[config.mk]
export PLATFORM = sky130hd
export DESIGN_NAME = dxt1_dxt5_block_decoder_flat
export DESIGN_NICKNAME = d
export VERILOG_FILES = /design/src/rtl/dxt_pkg.sv /design/src/rtl/dxt_req_if.sv /design/src/rtl/dxt_rsp_if.sv /design/src/rtl/dxt_csr_if.sv /design/src/rtl/dxt_front.sv /design/src/rtl/dxt_queue.sv /design/src/rtl/dxt_back.sv /design/src/rtl/dxt1_dxt5_block_decoder.sv /design/src/flat_wrapper.sv
export VERILOG_INCLUDE_DIRS = /design/src /design/src/rtl
export SDC_FILE = /design/constraint.sdc
export NUM_CORES = 2
export LEC_CHECK = 0
export BUFFER_PORTS_ARGS = -buffer_cell sky130_fd_sc_hd__buf_4
export CORE_MARGIN = 2
export CORE_UTILIZATION = 57
export DETAILED_ROUTE_END_ITERATION = 7
export PLACE_DENSITY = 0.76
export SLEW_MARGIN = 10
export SYNTH_ARGS = -nofsm -noshare
export SYNTH_HDL_FRONTEND = slang
export SYNTH_SLANG_ARGS = --single-unit
[constraint.sdc]
create_clock -name clock -period 11.9 [get_ports clock]
set_input_delay 0.595 -clock clock [delete_from_list [all_inputs] [get_ports clock]]
set_output_delay 0.595 -clock clock [all_outputs]
set_load 0.01 [all_outputs]
[src/rtl/dxt1_dxt5_block_decoder_defines.svh]
// assertion macros for the block decoder
`ifndef DXT1_DXT5_BLOCK_DECODER_DEFINES_SVH
`define DXT1_DXT5_BLOCK_DECODER_DEFINES_SVH

// same-cycle implication, clocked on clock, off during reset
`define DXT_CHECK_NOW(label, ante, cons, msg) \
   label: assert property (@(posedge clock) disable iff (reset) (ante) |-> (cons)) \
      else $error(msg);

// next-cycle implication, clocked on clock, off during reset
`define DXT_CHECK_NEXT(label, ante, cons, msg) \
   label: assert property (@(posedge clock) disable iff (reset) (ante) |=> (cons)) \
      else $error(msg);

`endif

[src/rtl/dxt_pkg.sv]
// shared types and constants of the block decoder
package dxt_pkg;

   localparam int unsigned MAX_SIDE_DEFAULT = 8192;
   localparam int unsigned QUEUE_DEPTH      = 2;

   localparam int BLK_W   = 11;
   localparam int PIX_W   = 13;
   localparam int SIDE_W  = 14;
   localparam int CSR_IDX_W = 4;
   localparam int TEXELS  = 16;
   localparam int CNT_W   = $clog2(TEXELS);

   localparam logic [SIDE_W-1:0] SIDE_RESET = SIDE_W'(8192);

   typedef enum logic [CSR_IDX_W-1:0] {
      CSR_DXT5_MODE    = 4'd0,
      CSR_IMAGE_WIDTH  = 4'd1,
      CSR_IMAGE_HEIGHT = 4'd2
   } dxt_csr_type;

   typedef struct packed {
      logic              five;
      logic [SIDE_W-1:0] width;
      logic [SIDE_W-1:0] height;
   } dxt_cfg_type;

   typedef struct packed {
      logic [7:0] b;
      logic [7:0] g;
      logic [7:0] r;
   } dxt_bgr_type;

   typedef struct packed {
      dxt_bgr_type             e0;
      dxt_bgr_type             e1;
      logic [7:0]              a0;
      logic [7:0]              a1;
      logic                    four;
      logic                    five;
      logic [TEXELS-1:0][1:0]  cidx;
      logic [TEXELS-1:0][2:0]  aidx;
      logic [BLK_W-1:0]        bcol;
      logic [BLK_W-1:0]        brow;
   } dxt_stage_type;

   typedef struct packed {
      dxt_bgr_type [3:0]       pal;
      logic                    opaque3;
      logic                    five;
      logic [7:0][7:0]         atab;
      logic [TEXELS-1:0][1:0]  cidx;
      logic [TEXELS-1:0][2:0]  aidx;
      logic [BLK_W-1:0]        bcol;
      logic [BLK_W-1:0]        brow;
   } dxt_entry_type;

endpackage

[src/rtl/dxt_req_if.sv]
// input channel: one compressed block per beat
interface dxt_req_if;
   logic        valid;
   logic        ready;
   logic [63:0] colour_block;
   logic [63:0] alpha_block;
   logic [10:0] block_col;
   logic [10:0] block_row;

   modport source (output valid, colour_block, alpha_block, block_col, block_row,
                   input ready);
   modport sink   (input valid, colour_block, alpha_block, block_col, block_row,
                   output ready);
endinterface

[src/rtl/dxt_rsp_if.sv]
// result channel: one texel per beat
interface dxt_rsp_if;
   logic        valid;
   logic        ready;
   logic [7:0]  blue;
   logic [7:0]  green;
   logic [7:0]  red;
   logic [7:0]  alpha;
   logic [12:0] pixel_x;
   logic [12:0] pixel_y;
   logic        in_image;
   logic        last_texel;

   modport source (output valid, blue, green, red, alpha, pixel_x, pixel_y, in_image,
                   last_texel, input ready);
   modport sink   (input valid, blue, green, red, alpha, pixel_x, pixel_y, in_image,
                   last_texel, output ready);
endinterface

[src/rtl/dxt_csr_if.sv]
// register write channel
interface dxt_csr_if;
   logic        valid;
   logic        ready;
   logic [3:0]  index;
   logic [13:0] data;

   modport source (output valid, index, data, input ready);
   modport sink   (input valid, index, data, output ready);
endinterface

[src/rtl/dxt_front.sv]
// front end: takes blocks, expands endpoints, builds colour palette and alpha table
module dxt_front (
   input  logic                  clock,
   input  logic                  reset,
   dxt_req_if.sink               req_if,
   input  dxt_pkg::dxt_cfg_type  cfg,
   output logic                  push_valid,
   input  logic                  push_ready,
   output dxt_pkg::dxt_entry_type push_entry
);
   import dxt_pkg::*;

   localparam logic [13:0] Div31Mul = 14'd8457;
   localparam logic [14:0] Div63Mul = 15'd16645;
   localparam logic [9:0]  Div3Mul  = 10'd683;
   localparam logic [11:0] Div5Mul  = 12'd3277;
   localparam logic [11:0] Div7Mul  = 12'd2341;

   function automatic logic [7:0] exp5(input logic [4:0] v);
      logic [12:0] p;
      logic [26:0] q;
      p = 13'(v) * 13'd255;
      q = 27'(p) * 27'(Div31Mul);
      return q[25:18];
   endfunction

   function automatic logic [7:0] exp6(input logic [5:0] v);
      logic [13:0] p;
      logic [28:0] q;
      p = 14'(v) * 14'd255;
      q = 29'(p) * 29'(Div63Mul);
      return q[27:20];
   endfunction

   function automatic logic [7:0] div3(input logic [9:0] x);
      logic [20:0] q;
      q = 21'(x) * 21'(Div3Mul);
      return q[18:11];
   endfunction

   function automatic logic [7:0] div5(input logic [10:0] x);
      logic [24:0] q;
      q = 25'(x) * 25'(Div5Mul);
      return q[21:14];
   endfunction

   function automatic logic [7:0] div7(input logic [10:0] x);
      logic [24:0] q;
      q = 25'(x) * 25'(Div7Mul);
      return q[21:14];
   endfunction

   function automatic dxt_bgr_type expand(input logic [15:0] c);
      dxt_bgr_type e;
      e.r = exp5(c[15:11]);
      e.g = exp6(c[10:5]);
      e.b = exp5(c[4:0]);
      return e;
   endfunction

   function automatic logic [7:0] third(input logic [7:0] near, input logic [7:0] far);
      return div3({1'b0, near, 1'b0} + {2'b00, far});
   endfunction

   function automatic logic [7:0] half(input logic [7:0] a, input logic [7:0] b);
      logic [8:0] s;
      s = {1'b0, a} + {1'b0, b};
      return s[8:1];
   endfunction

   logic          stage_valid_ff, stage_valid_in;
   dxt_stage_type stage_ff, stage_in;
   logic          accept;
   logic [6:1][10:0] sum7;
   logic [4:1][10:0] sum5;
   logic [6:1][7:0]  q7;
   logic [4:1][7:0]  q5;

   assign req_if.ready = !stage_valid_ff || push_ready;
   assign accept       = req_if.valid && req_if.ready;
   assign push_valid   = stage_valid_ff;

   always_comb begin
      stage_in.e0   = expand(req_if.colour_block[15:0]);
      stage_in.e1   = expand(req_if.colour_block[31:16]);
      stage_in.a0   = req_if.alpha_block[7:0];
      stage_in.a1   = req_if.alpha_block[15:8];
      stage_in.five = cfg.five;
      stage_in.four = cfg.five || (req_if.colour_block[15:0] > req_if.colour_block[31:16]);
      stage_in.cidx = req_if.colour_block[63:32];
      stage_in.aidx = req_if.alpha_block[63:16];
      stage_in.bcol = req_if.block_col;
      stage_in.brow = req_if.block_row;
   end

   always_comb begin
      stage_valid_in = stage_valid_ff;
      if (accept) begin
         stage_valid_in = 1'b1;
      end else if (push_ready) begin
         stage_valid_in = 1'b0;
      end
   end

   always_ff @(posedge clock) begin
      if (reset) begin
         stage_valid_ff <= 1'b0;
      end else begin
         stage_valid_ff <= stage_valid_in;
      end
   end

   always_ff @(posedge clock) begin
      if (accept) begin
         stage_ff <= stage_in;
      end
   end

   // alpha ramps
   for (genvar i = 1; i < 7; i++) begin : g_ramp7
      assign sum7[i] = 11'(7 - i) * 11'(stage_ff.a0) + 11'(i) * 11'(stage_ff.a1);
      assign q7[i]   = div7(sum7[i]);
   end

   for (genvar i = 1; i < 5; i++) begin : g_ramp5
      assign sum5[i] = 11'(5 - i) * 11'(stage_ff.a0) + 11'(i) * 11'(stage_ff.a1);
      assign q5[i]   = div5(sum5[i]);
   end

   always_comb begin
      push_entry.pal[0] = stage_ff.e0;
      push_entry.pal[1] = stage_ff.e1;
      if (stage_ff.four) begin
         push_entry.pal[2].b = third(stage_ff.e0.b, stage_ff.e1.b);
         push_entry.pal[2].g = third(stage_ff.e0.g, stage_ff.e1.g);
         push_entry.pal[2].r = third(stage_ff.e0.r, stage_ff.e1.r);
         push_entry.pal[3].b = third(stage_ff.e1.b, stage_ff.e0.b);
         push_entry.pal[3].g = third(stage_ff.e1.g, stage_ff.e0.g);
         push_entry.pal[3].r = third(stage_ff.e1.r, stage_ff.e0.r);
      end else begin
         push_entry.pal[2].b = half(stage_ff.e0.b, stage_ff.e1.b);
         push_entry.pal[2].g = half(stage_ff.e0.g, stage_ff.e1.g);
         push_entry.pal[2].r = half(stage_ff.e0.r, stage_ff.e1.r);
         push_entry.pal[3]   = '0;
      end
      push_entry.opaque3 = stage_ff.four;
      push_entry.five    = stage_ff.five;
      push_entry.atab[0] = stage_ff.a0;
      push_entry.atab[1] = stage_ff.a1;
      if (stage_ff.a0 > stage_ff.a1) begin
         for (int k = 1; k < 7; k++) begin
            push_entry.atab[k+1] = q7[k];
         end
      end else begin
         for (int k = 1; k < 5; k++) begin
            push_entry.atab[k+1] = q5[k];
         end
         push_entry.atab[6] = 8'h00;
         push_entry.atab[7] = 8'hFF;
      end
      push_entry.cidx = stage_ff.cidx;
      push_entry.aidx = stage_ff.aidx;
      push_entry.bcol = stage_ff.bcol;
      push_entry.brow = stage_ff.brow;
   end

endmodule

[src/rtl/dxt_queue.sv]
// short queue of decoded blocks between front and back
module dxt_queue #(
   parameter int unsigned DEPTH = dxt_pkg::QUEUE_DEPTH
) (
   input  logic                   clock,
   input  logic                   reset,
   input  logic                   push_valid,
   output logic                   push_ready,
   input  dxt_pkg::dxt_entry_type push_entry,
   output logic                   pop_valid,
   input  logic                   pop_ready,
   output dxt_pkg::dxt_entry_type pop_entry
);
   import dxt_pkg::*;

   localparam int PtrW   = (DEPTH > 1) ? $clog2(DEPTH) : 1;
   localparam int CountW = $clog2(DEPTH + 1);
   localparam logic [PtrW-1:0]   LastPtr = PtrW'(DEPTH - 1);
   localparam logic [CountW-1:0] Full    = CountW'(DEPTH);

   dxt_entry_type [DEPTH-1:0] slot_ff;
   logic [PtrW-1:0]   wr_ptr_ff, wr_ptr_in;
   logic [PtrW-1:0]   rd_ptr_ff, rd_ptr_in;
   logic [CountW-1:0] count_ff, count_in;
   logic              push, pop;

   assign push_ready = count_ff != Full;
   assign pop_valid  = count_ff != '0;
   assign push       = push_valid && push_ready;
   assign pop        = pop_valid && pop_ready;
   assign pop_entry  = slot_ff[rd_ptr_ff];

   always_comb begin
      wr_ptr_in = wr_ptr_ff;
      rd_ptr_in = rd_ptr_ff;
      count_in  = count_ff;
      if (push) begin
         wr_ptr_in = (wr_ptr_ff == LastPtr) ? '0 : wr_ptr_ff + 1'b1;
      end
      if (pop) begin
         rd_ptr_in = (rd_ptr_ff == LastPtr) ? '0 : rd_ptr_ff + 1'b1;
      end
      if (push && !pop) begin
         count_in = count_ff + 1'b1;
      end else if (pop && !push) begin
         count_in = count_ff - 1'b1;
      end
   end

   always_ff @(posedge clock) begin
      if (reset) begin
         wr_ptr_ff <= '0;
         rd_ptr_ff <= '0;
         count_ff  <= '0;
      end else begin
         wr_ptr_ff <= wr_ptr_in;
         rd_ptr_ff <= rd_ptr_in;
         count_ff  <= count_in;
      end
   end

   always_ff @(posedge clock) begin
      if (push) begin
         slot_ff[wr_ptr_ff] <= push_entry;
      end
   end

endmodule

[src/rtl/dxt_back.sv]
// back end: walks the sixteen texels of a block into the output register
module dxt_back #(
   parameter int unsigned MAX_SIDE = dxt_pkg::MAX_SIDE_DEFAULT
) (
   input  logic                   clock,
   input  logic                   reset,
   input  dxt_pkg::dxt_cfg_type   cfg,
   input  logic                   pop_valid,
   output logic                   pop_ready,
   input  dxt_pkg::dxt_entry_type pop_entry,
   dxt_rsp_if.source              rsp_if
);
   import dxt_pkg::*;
   `include "dxt1_dxt5_block_decoder_defines.svh"

   localparam int LimW = $clog2(MAX_SIDE + 1);
   localparam int CmpW = (LimW > SIDE_W) ? LimW : SIDE_W;
   localparam logic [CmpW-1:0] MaxLim = CmpW'(MAX_SIDE);
   localparam logic [CNT_W-1:0] LastCnt = CNT_W'(TEXELS - 1);

   dxt_entry_type    cur_ff, cur_in;
   logic             cur_valid_ff, cur_valid_in;
   logic [CNT_W-1:0] cnt_ff, cnt_in;
   logic             rsp_valid_ff, rsp_valid_in;
   logic [7:0]       blue_ff, green_ff, red_ff, alpha_ff;
   logic [7:0]       alpha_in;
   logic [PIX_W-1:0] x_ff, y_ff, x_in, y_in;
   logic             inside_ff, inside_in;
   logic             last_ff;
   logic             out_free, emit, last_tx, pop;
   logic [1:0]       sel;
   logic [2:0]       asel;
   dxt_bgr_type      texel;
   logic [CmpW-1:0]  w_lim, h_lim;

   assign out_free  = !rsp_valid_ff || rsp_if.ready;
   assign emit      = cur_valid_ff && out_free;
   assign last_tx   = cnt_ff == LastCnt;
   assign pop_ready = !cur_valid_ff || (emit && last_tx);
   assign pop       = pop_valid && pop_ready;

   assign sel   = cur_ff.cidx[cnt_ff];
   assign asel  = cur_ff.aidx[cnt_ff];
   assign texel = cur_ff.pal[sel];
   assign x_in  = {cur_ff.bcol, cnt_ff[1:0]};
   assign y_in  = {cur_ff.brow, cnt_ff[3:2]};

   always_comb begin
      if (cur_ff.five) begin
         alpha_in = cur_ff.atab[asel];
      end else if (sel == 2'd3 && !cur_ff.opaque3) begin
         alpha_in = 8'h00;
      end else begin
         alpha_in = 8'hFF;
      end
   end

   // saturate sides to the largest supported image
   assign w_lim = (CmpW'(cfg.width) > MaxLim) ? MaxLim : CmpW'(cfg.width);
   assign h_lim = (CmpW'(cfg.height) > MaxLim) ? MaxLim : CmpW'(cfg.height);
   assign inside_in = (CmpW'(x_in) < w_lim) && (CmpW'(y_in) < h_lim);

   always_comb begin
      cur_in       = cur_ff;
      cur_valid_in = cur_valid_ff;
      cnt_in       = cnt_ff;
      if (emit) begin
         cnt_in = cnt_ff + 1'b1;
         if (last_tx) begin
            cur_valid_in = 1'b0;
         end
      end
      if (pop) begin
         cur_in       = pop_entry;
         cur_valid_in = 1'b1;
         cnt_in       = '0;
      end
   end

   always_comb begin
      rsp_valid_in = rsp_valid_ff;
      if (emit) begin
         rsp_valid_in = 1'b1;
      end else if (rsp_if.ready) begin
         rsp_valid_in = 1'b0;
      end
   end

   always_ff @(posedge clock) begin
      if (reset) begin
         cur_valid_ff <= 1'b0;
         cnt_ff       <= '0;
         rsp_valid_ff <= 1'b0;
      end else begin
         cur_valid_ff <= cur_valid_in;
         cnt_ff       <= cnt_in;
         rsp_valid_ff <= rsp_valid_in;
      end
   end

   always_ff @(posedge clock) begin
      cur_ff <= cur_in;
      if (emit) begin
         blue_ff   <= texel.b;
         green_ff  <= texel.g;
         red_ff    <= texel.r;
         alpha_ff  <= alpha_in;
         x_ff      <= x_in;
         y_ff      <= y_in;
         inside_ff <= inside_in;
         last_ff   <= last_tx;
      end
   end

   assign rsp_if.valid      = rsp_valid_ff;
   assign rsp_if.blue       = blue_ff;
   assign rsp_if.green      = green_ff;
   assign rsp_if.red        = red_ff;
   assign rsp_if.alpha      = alpha_ff;
   assign rsp_if.pixel_x    = x_ff;
   assign rsp_if.pixel_y    = y_ff;
   assign rsp_if.in_image   = inside_ff;
   assign rsp_if.last_texel = last_ff;

   `DXT_CHECK_NOW(a_idle_count_zero, !cur_valid_ff, cnt_ff == '0,
      "texel count not zero with no block in work")
   `DXT_CHECK_NEXT(a_count_steps, emit && !last_tx,
      cur_valid_ff && (cnt_ff == $past(cnt_ff) + 1'b1), "texel count skipped mid block")
   `DXT_CHECK_NOW(a_last_corner, rsp_valid_ff && last_ff,
      x_ff[1:0] == 2'b11 && y_ff[1:0] == 2'b11, "last texel not at block corner")

endmodule

[src/rtl/dxt1_dxt5_block_decoder.sv]
// top level of the DXT1 / DXT5 block decoder
//
//  channel   modport  beat
//  req_if    sink     one compressed 4x4 block with block column and row
//  rsp_if    source   one BGRA texel with pixel coordinates, in-image and last flags
//  csr_if    sink     one register write: index, data (always ready)
//
//  one texel leaves per cycle while rsp_if does not stall; blocks follow back to back
//  a block passes the endpoint stage, the queue and the texel walk on its way to rsp_if
//  the texel walk in dxt_back sets the rate; the queue holds two decoded blocks
//  reset is synchronous: clears all valid state, mode to DXT1, sides to 8192
//  a stall on rsp_if holds the texel walk; the front takes blocks till queue and stage fill
module dxt1_dxt5_block_decoder #(
   parameter int unsigned MAX_SIDE = dxt_pkg::MAX_SIDE_DEFAULT
) (
   input  logic      clock,
   input  logic      reset,
   dxt_req_if.sink   req_if,
   dxt_rsp_if.source rsp_if,
   dxt_csr_if.sink   csr_if
);
   import dxt_pkg::*;

   logic              mode_ff, mode_in;
   logic [SIDE_W-1:0] width_ff, width_in;
   logic [SIDE_W-1:0] height_ff, height_in;
   logic              csr_write;
   dxt_cfg_type       cfg;

   logic              push_valid, push_ready, pop_valid, pop_ready;
   dxt_entry_type     push_entry, pop_entry;

   assign csr_if.ready = 1'b1;
   assign csr_write    = csr_if.valid && csr_if.ready;

   always_comb begin
      mode_in   = mode_ff;
      width_in  = width_ff;
      height_in = height_ff;
      if (csr_write) begin
         unique case (csr_if.index)
            CSR_DXT5_MODE:    mode_in   = csr_if.data[0];
            CSR_IMAGE_WIDTH:  width_in  = csr_if.data;
            CSR_IMAGE_HEIGHT: height_in = csr_if.data;
            default: ;
         endcase
      end
   end

   always_ff @(posedge clock) begin
      if (reset) begin
         mode_ff   <= 1'b0;
         width_ff  <= SIDE_RESET;
         height_ff <= SIDE_RESET;
      end else begin
         mode_ff   <= mode_in;
         width_ff  <= width_in;
         height_ff <= height_in;
      end
   end

   assign cfg.five   = mode_ff;
   assign cfg.width  = width_ff;
   assign cfg.height = height_ff;

   dxt_front u_front (
      .clock      (clock),
      .reset      (reset),
      .req_if     (req_if),
      .cfg        (cfg),
      .push_valid (push_valid),
      .push_ready (push_ready),
      .push_entry (push_entry)
   );

   dxt_queue #(
      .DEPTH (QUEUE_DEPTH)
   ) u_queue (
      .clock      (clock),
      .reset      (reset),
      .push_valid (push_valid),
      .push_ready (push_ready),
      .push_entry (push_entry),
      .pop_valid  (pop_valid),
      .pop_ready  (pop_ready),
      .pop_entry  (pop_entry)
   );

   dxt_back #(
      .MAX_SIDE (MAX_SIDE)
   ) u_back (
      .clock     (clock),
      .reset     (reset),
      .cfg       (cfg),
      .pop_valid (pop_valid),
      .pop_ready (pop_ready),
      .pop_entry (pop_entry),
      .rsp_if    (rsp_if)
   );

endmodule
[src/flat_wrapper.sv]
// flat-port wrapper written by rule: the top's interface ports become plain ports
module dxt1_dxt5_block_decoder_flat import dxt_pkg::*;
#(
   parameter int unsigned MAX_SIDE = dxt_pkg::MAX_SIDE_DEFAULT
)
  (clock, reset, req_if_valid, req_if_colour_block, req_if_alpha_block, req_if_block_col, req_if_block_row, req_if_ready, rsp_if_valid, rsp_if_blue, rsp_if_green, rsp_if_red, rsp_if_alpha, rsp_if_pixel_x, rsp_if_pixel_y, rsp_if_in_image, rsp_if_last_texel, rsp_if_ready, csr_if_valid, csr_if_index, csr_if_data, csr_if_ready);
  dxt_req_if req_if_i ();
  dxt_rsp_if rsp_if_i ();
  dxt_csr_if csr_if_i ();
  input  logic clock;
  input  logic reset;
  input wire logic [$bits(req_if_i.valid)-1:0] req_if_valid;
  input wire logic [$bits(req_if_i.colour_block)-1:0] req_if_colour_block;
  input wire logic [$bits(req_if_i.alpha_block)-1:0] req_if_alpha_block;
  input wire logic [$bits(req_if_i.block_col)-1:0] req_if_block_col;
  input wire logic [$bits(req_if_i.block_row)-1:0] req_if_block_row;
  output wire logic [$bits(req_if_i.ready)-1:0] req_if_ready;
  output wire logic [$bits(rsp_if_i.valid)-1:0] rsp_if_valid;
  output wire logic [$bits(rsp_if_i.blue)-1:0] rsp_if_blue;
  output wire logic [$bits(rsp_if_i.green)-1:0] rsp_if_green;
  output wire logic [$bits(rsp_if_i.red)-1:0] rsp_if_red;
  output wire logic [$bits(rsp_if_i.alpha)-1:0] rsp_if_alpha;
  output wire logic [$bits(rsp_if_i.pixel_x)-1:0] rsp_if_pixel_x;
  output wire logic [$bits(rsp_if_i.pixel_y)-1:0] rsp_if_pixel_y;
  output wire logic [$bits(rsp_if_i.in_image)-1:0] rsp_if_in_image;
  output wire logic [$bits(rsp_if_i.last_texel)-1:0] rsp_if_last_texel;
  input wire logic [$bits(rsp_if_i.ready)-1:0] rsp_if_ready;
  input wire logic [$bits(csr_if_i.valid)-1:0] csr_if_valid;
  input wire logic [$bits(csr_if_i.index)-1:0] csr_if_index;
  input wire logic [$bits(csr_if_i.data)-1:0] csr_if_data;
  output wire logic [$bits(csr_if_i.ready)-1:0] csr_if_ready;
  assign req_if_i.valid = req_if_valid;
  assign req_if_i.colour_block = req_if_colour_block;
  assign req_if_i.alpha_block = req_if_alpha_block;
  assign req_if_i.block_col = req_if_block_col;
  assign req_if_i.block_row = req_if_block_row;
  assign req_if_ready = req_if_i.ready;
  assign rsp_if_valid = rsp_if_i.valid;
  assign rsp_if_blue = rsp_if_i.blue;
  assign rsp_if_green = rsp_if_i.green;
  assign rsp_if_red = rsp_if_i.red;
  assign rsp_if_alpha = rsp_if_i.alpha;
  assign rsp_if_pixel_x = rsp_if_i.pixel_x;
  assign rsp_if_pixel_y = rsp_if_i.pixel_y;
  assign rsp_if_in_image = rsp_if_i.in_image;
  assign rsp_if_last_texel = rsp_if_i.last_texel;
  assign rsp_if_i.ready = rsp_if_ready;
  assign csr_if_i.valid = csr_if_valid;
  assign csr_if_i.index = csr_if_index;
  assign csr_if_i.data = csr_if_data;
  assign csr_if_ready = csr_if_i.ready;
  dxt1_dxt5_block_decoder #(.MAX_SIDE(MAX_SIDE)) u_core (.clock(clock), .reset(reset), .req_if(req_if_i), .rsp_if(rsp_if_i), .csr_if(csr_if_i));
endmodule
# [Yosys cells after proc, flatten, opt, wreduce, memory -nomap -nowiden]
# Cells that the tools add are included.
[word_totals] register_bits=1060 in_bits=173 output_inout_bits=63 wordCells=367
[classes] add_sub_neg=24 n_mul=34 order_cmp=12 eq_ne=5 mux=30 n_reduce_logical=32
[ops] op="264-bit 2-to-1 mux" count=3
[ops] op="528-bit bitwise mux" count=1
[ops] op="264-bit demux with 1-bit select" count=1
[ops] op="11-bit by 12-bit multiplier with 22-bit output (second input constant)" count=10
[ops] op="10-bit by 10-bit multiplier with 19-bit output (second input constant)" count=6
[ops] op="13-bit by 14-bit multiplier with 26-bit output (second input constant)" count=4
[ops] op="48-bit 2-to-1 mux" count=2
[ops] op="9-bit by 8-bit adder with 10-bit output" count=6
[ops] op="14-bit by 15-bit multiplier with 28-bit output (second input constant)" count=2
[ops] op="5-bit by 8-bit multiplier with 13-bit output (second input constant)" count=4
[ops] op="24-bit binary-select mux with 2-bit select" count=1
[ops] op="2-bit by 8-bit multiplier with 10-bit output (first input constant)" count=4
[ops] op="14-bit greater-than comparator (second input constant)" count=2
[ops] op="13-bit by 14-bit < comparator with 1-bit output" count=2
[ops] op="6-bit by 8-bit multiplier with 14-bit output (second input constant)" count=2
[ops] op="14-bit 2-to-1 mux" count=2
[ops] op="8-bit by 8-bit adder with 9-bit output" count=3
[ops] op="8-bit binary-select mux with 3-bit select" count=1
[ops] op="24-bit 2-to-1 mux" count=1
[ops] op="8-bit 2-to-1 mux" count=3
[ops] op="10-bit by 10-bit adder with 11-bit output" count=2
[ops] op="3-bit by 8-bit multiplier with 11-bit output (first input constant)" count=2
[ops] op="16-bit greater-than comparator" count=1
[ops] op="3-bit binary-select mux with 4-bit select" count=1
[ops] op="other kinds (34)" count=71

# [Longest topological paths before layout]
[logic_depth] word_depth=9 mapped_depth=35 mapped_depth_nobuf=35

# [Cells and area by module]
# From an unflattened synthesis, not the netlist that was laid out.
[hier_totals] hier_cells=6736 area_unflattened_um2=84710.0
[by_module_without_submodules] mod="dxt_front" n_inst=1 cells_per_inst=5134 area_each_um2=51381.8 seq_area_each_um2=5064.9
[by_module_without_submodules] mod="dxt_queue" n_inst=1 cells_per_inst=843 area_each_um2=19347.3 seq_area_each_um2=15935.3
[by_module_without_submodules] mod="dxt_back" n_inst=1 cells_per_inst=643 area_each_um2=12744.7 seq_area_each_um2=9849.4
[by_module_without_submodules] mod="dxt1_dxt5_block_decoder" n_inst=1 cells_per_inst=116 area_each_um2=1236.2 seq_area_each_um2=580.6

# [Worst setup path before layout]
# No wires, ideal clock.
[synth_timing] path_type="reg2reg" startpoint="reg u_core.u_queue.count_ff[0]" endpoint="reg u_core.u_queue.slot_ff[0] in the netlist's numbering, enable pin" setup_time_ps=893 arrival_ps=11550 t_required_ps=11007 slack_ps=-543 stages_incl_launch_ff=4 path_buffers=0 period_less_slack_ps=12443 cell_sequence="dfxtp_1 nand2b_1 nand2_1 nor2_1"
[synth_between] elab_chain_cells=2
[synth_rtl] item="from (decl)" line_no="dxt_queue.sv:24" text="logic [CountW-1:0] count_ff, count_in;"
[synth_rtl] item="from (signal assigned)" line_no="dxt_queue.sv:58" text="count_ff <= count_in;"
[synth_rtl] item="2-bit != test" line_no="dxt_queue.sv:27" text="assign push_ready = count_ff != Full;"
[synth_rtl] item="1-bit logical AND" line_no="dxt_queue.sv:29" text="assign push = push_valid && push_ready;"
[synth_rtl] item="to (signal, indexed assignment)" line_no="dxt_queue.sv:64" text="slot_ff[wr_ptr_ff] <= push_entry;"
[synth_rtl] item="to (decl)" line_no="dxt_queue.sv:21" text="dxt_entry_type [DEPTH-1:0] slot_ff;"
# No other way between the ends.
# A chain may end at the register's enable or synchronous reset.

==> results.cfg <==
[critical_path]
crit_required_ns = 12.29
cp_common_cell = fa_1
r2r-start = u_core.u_front.push_entry[103]
slowest_stage = edfxtp_1
cp.arrival_ns = 9.43
start_kind = flop
reg2reg_to = u_core.u_queue.slot_ff[132]
ff2ff_path_depth = 28
critPathCaptureType = flop
cp_slowest_stage_delay_ns = 0.95
r2r_slack_ns = 2.86
path_class = reg2reg
cp_max_fo = 17

[placed_design]
hpwl_um = 133000
place_area_mm2 = 0.0874
io_buffers = 234
gp_congestion = 0.871

[floorplanning]
dieArea_mm2 = 0.149
die_x_um = 386
fp-row-count = 140
start_util_pct = 57.3
fp.dieH_um = 386
ioPinCount = 236
core_area_mm2 = 0.145

[logic_synthesis]
yosysTopAreaCell = edfxtp_1
synth.most_common_cell = ha_1
synth-warning-count = 0
synth-edff-count = 1020
yosys.area.top_type_share_pct = 36.8
avgSynthCellArea_um2 = 12.7
syn-instance-count = 6544
syn_area_mm2 = 0.0833
synthTopCellsByCount = ha_1 (1691), edfxtp_1 (1020), inv_1 (932)
synth_seq_area_share_pct = 37.7
syn_nets = 8899
ys.flop_type = edfxtp_1
synth-seq-cells = 1060
ys_types = 81
synth.area.top_cells = edfxtp_1 (37%), ha_1 (25%), fa_1 (12%), inv_1 (4.2%), mux2_2 (3.6%)
async_reset_ff_share_pct = 0

[global_routing]
antenna_found_initial = 17
track_usage_pct = 23.4
grt_first_pass_wirelength_um = 275000
grt_overflow = 0
grt_max_degree = 146
grt_pass1_vias = 52500

[worst_hold_path]
hp-class = in2reg
hold_depth = 1
min_from = req_if_alpha_block[13]
hold_end = u_core.u_front.push_entry[115]

[final_layout]
syn_to_final_growth_pct = 9.25
drive_gt1_share_pct = 11.3
final_area_mm2 = 0.0910
post-route-util_pct = 62.6
fillers = 10800
final_nets = 9198

[run_status]
status = finished, final reports clean

[timing]
period_minus_slack_ns = 9.04
fin_crit_sh_pct = 76.0
rsz0062_at_grt = no
relSlewSlack_pct = 29.8
finalHoldViolCount = 0
finalSetupViolCount = 0
slew_viol_final = 0
setup_tns_ns = 0
fmax_mhz = 111
fin_skew_ns = 0.0276
worstMarginPinSlew_ns = 1.05

[flow_run]
drv_cap = 0

[clock_network]
cts_tree = done
cts.repair.resized = 0
cts_buffer_depth = 3
ctsRootBufferMaster = clkbuf_16
clock-sinks = 1060
numCtsBuffers = 107
post-cts-setup-buffers = 0
cts.reportedPaths.clkPinSlew_ns = 0.07
hold_buffers = 0
clkLatencyLatePin_ns = 0.70
htree_levels = 3

[drt]
first_pass_iters = 5
viasPerCell = 5.64
num_vias = 49900
routed_wl_um = 173000
ant_nets = 0
wire_per_inst_um = 19.5
drt_iter0_markers = 2811
drc = 0
==> worst max-delay path by stage <==
| stage | from | end | slack (ns) | cells after the start |
|---|---|---|---|---|
| after CTS | u_core.u_front.push_entry[103] | u_core.u_queue.slot_ff[132] | 2.95 | 28 |
| after global routing | u_core.u_front.push_entry[103] | u_core.u_queue.slot_ff[132] | 2.31 | 28 |
| final | u_core.u_front.push_entry[103] | u_core.u_queue.slot_ff[132] | 2.86 | 28 |
| after global placement | req_if_colour_block[5] | u_core.u_front.push_entry[183] | 3.17 | 33 |
| after detailed placement | req_if_colour_block[5] | u_core.u_front.push_entry[183] | 2.99 | 33 |
| after floorplan | u_core.u_queue.count_ff[0] | u_core.u_queue.slot_ff[0] | 3.93 | 3 |
==> per-stage QoR <==
stage          hold WS [ns]  instances  setup WS, ns
6_report             0.0831       8852          2.86
5_1_grt              0.0478       8852          2.31
4_1_cts              0.0296       8850          2.95
3_5_place_dp          0.430       8651          2.99
3_3_place_gp          0.422       8651          3.17
2_1_floorplan         0.406       6544          3.93
==> cell type report <==
| cell class | count | area (µm²) | area share, % |
|---|---|---|---|
| Antenna cell | 2 | 5.00 | 0.00550 |
| Clock inverter | 68 | 754 | 0.829 |
| Multi-Input combinational cell | 4477 | 48100 | 52.8 |
| Sequential cell | 1060 | 31400 | 34.5 |
| Timing Repair Buffer | 264 | 2010 | 2.20 |
| Clock buffer | 131 | 2830 | 3.11 |
| Tap cell | 1917 | 2400 | 2.63 |
| Inverter | 933 | 3510 | 3.86 |
==> state kept, by name, indices dropped and copies added (netlist names), 2 cells and up <==
register                      count
u_core.u_front.push_entry       168
u_core.u_back.rsp_if.pixel_x     13
u_core.height_ff                 14
u_core.u_queue.slot_ff          528
u_core.u_back.rsp_if.pixel_y     13
u_core.width_ff                  14
u_core.u_queue.count_ff           2
u_core.u_back.rsp_if.blue         8
u_core.u_back.cur_ff            264
u_core.u_back.rsp_if.green        8
u_core.u_back.cnt_ff              4
u_core.u_back.rsp_if.red          8
u_core.u_back.rsp_if.alpha        8
==> critical path, delay by kind of cell (launching register included) <==
| family | cells | cell delay, ns |
|---|---|---|
| AOI/OAI and AO/OA | 8 | 2.11 |
| xor gates and xnor gates | 3 | 0.66 |
| adders and majority gates | 8 | 3.52 |
| buffers and inverters | 3 | 0.46 |
| DFF | 1 | 0.95 |
| muxes | 1 | 0.14 |
| and+or+nand+nor | 5 | 0.87 |
==> cells by family (layout without fill, tap and decap cells) <==
| logic type | Yosys count | count (layout) | share of synthesized area [%] |
|---|---|---|---|
| fa+ha+maj | 2182 | 2182 | 37.2 |
| simple gates | 735 | 735 | 4.31 |
| mux | 380 | 380 | 5.97 |
| other cells | 1 | 3 | 0.00450 |
| xor+xnor | 377 | 377 | 4.00 |
| buf+inv | 1007 | 1396 | 4.60 |
| compound gates | 802 | 802 | 6.20 |
| flops | 1060 | 1060 | 37.7 |
==> cells in the final DEF, fill, tap and decap left out, types with 21 or more instances in the layout <==
master	Yosys	final
mux4_2	58	58
nand2_1	145	145
nor2_1	225	224
xnor2_1	248	248
o21bai_1	61	61
o21ai_1	57	56
a21o_1	115	115
a31oi_1	21	21
ha_1	1691	1691
a21oi_1	248	248
clkbuf_16	0	108
buf_4	2	262
nand3_1	46	46
nand4_1	28	28
nand2b_1	50	50
xor2_1	127	127
o21ai_0	87	87
mux2i_1	47	47
dfxtp_1	40	38
and2_1	36	35
mux2_2	268	268
o21a_1	50	50
nor2b_1	55	54
nor3_1	62	62
inv_1	932	931
fa_1	491	491
edfxtp_1	1020	1020
==> routing by layer <==
layer  vias up  wire length (µm)  GRT usage, %
li1      24000                 -             -
met1     24600             76900          31.7
met2      1032             81600          39.1
met3       246              9580          3.76
met4        26              4280          6.55
met5         -               170             0
Power is not shown: default switching activity piles up to over one toggle a cycle in this logic, so the estimate is an artifact.
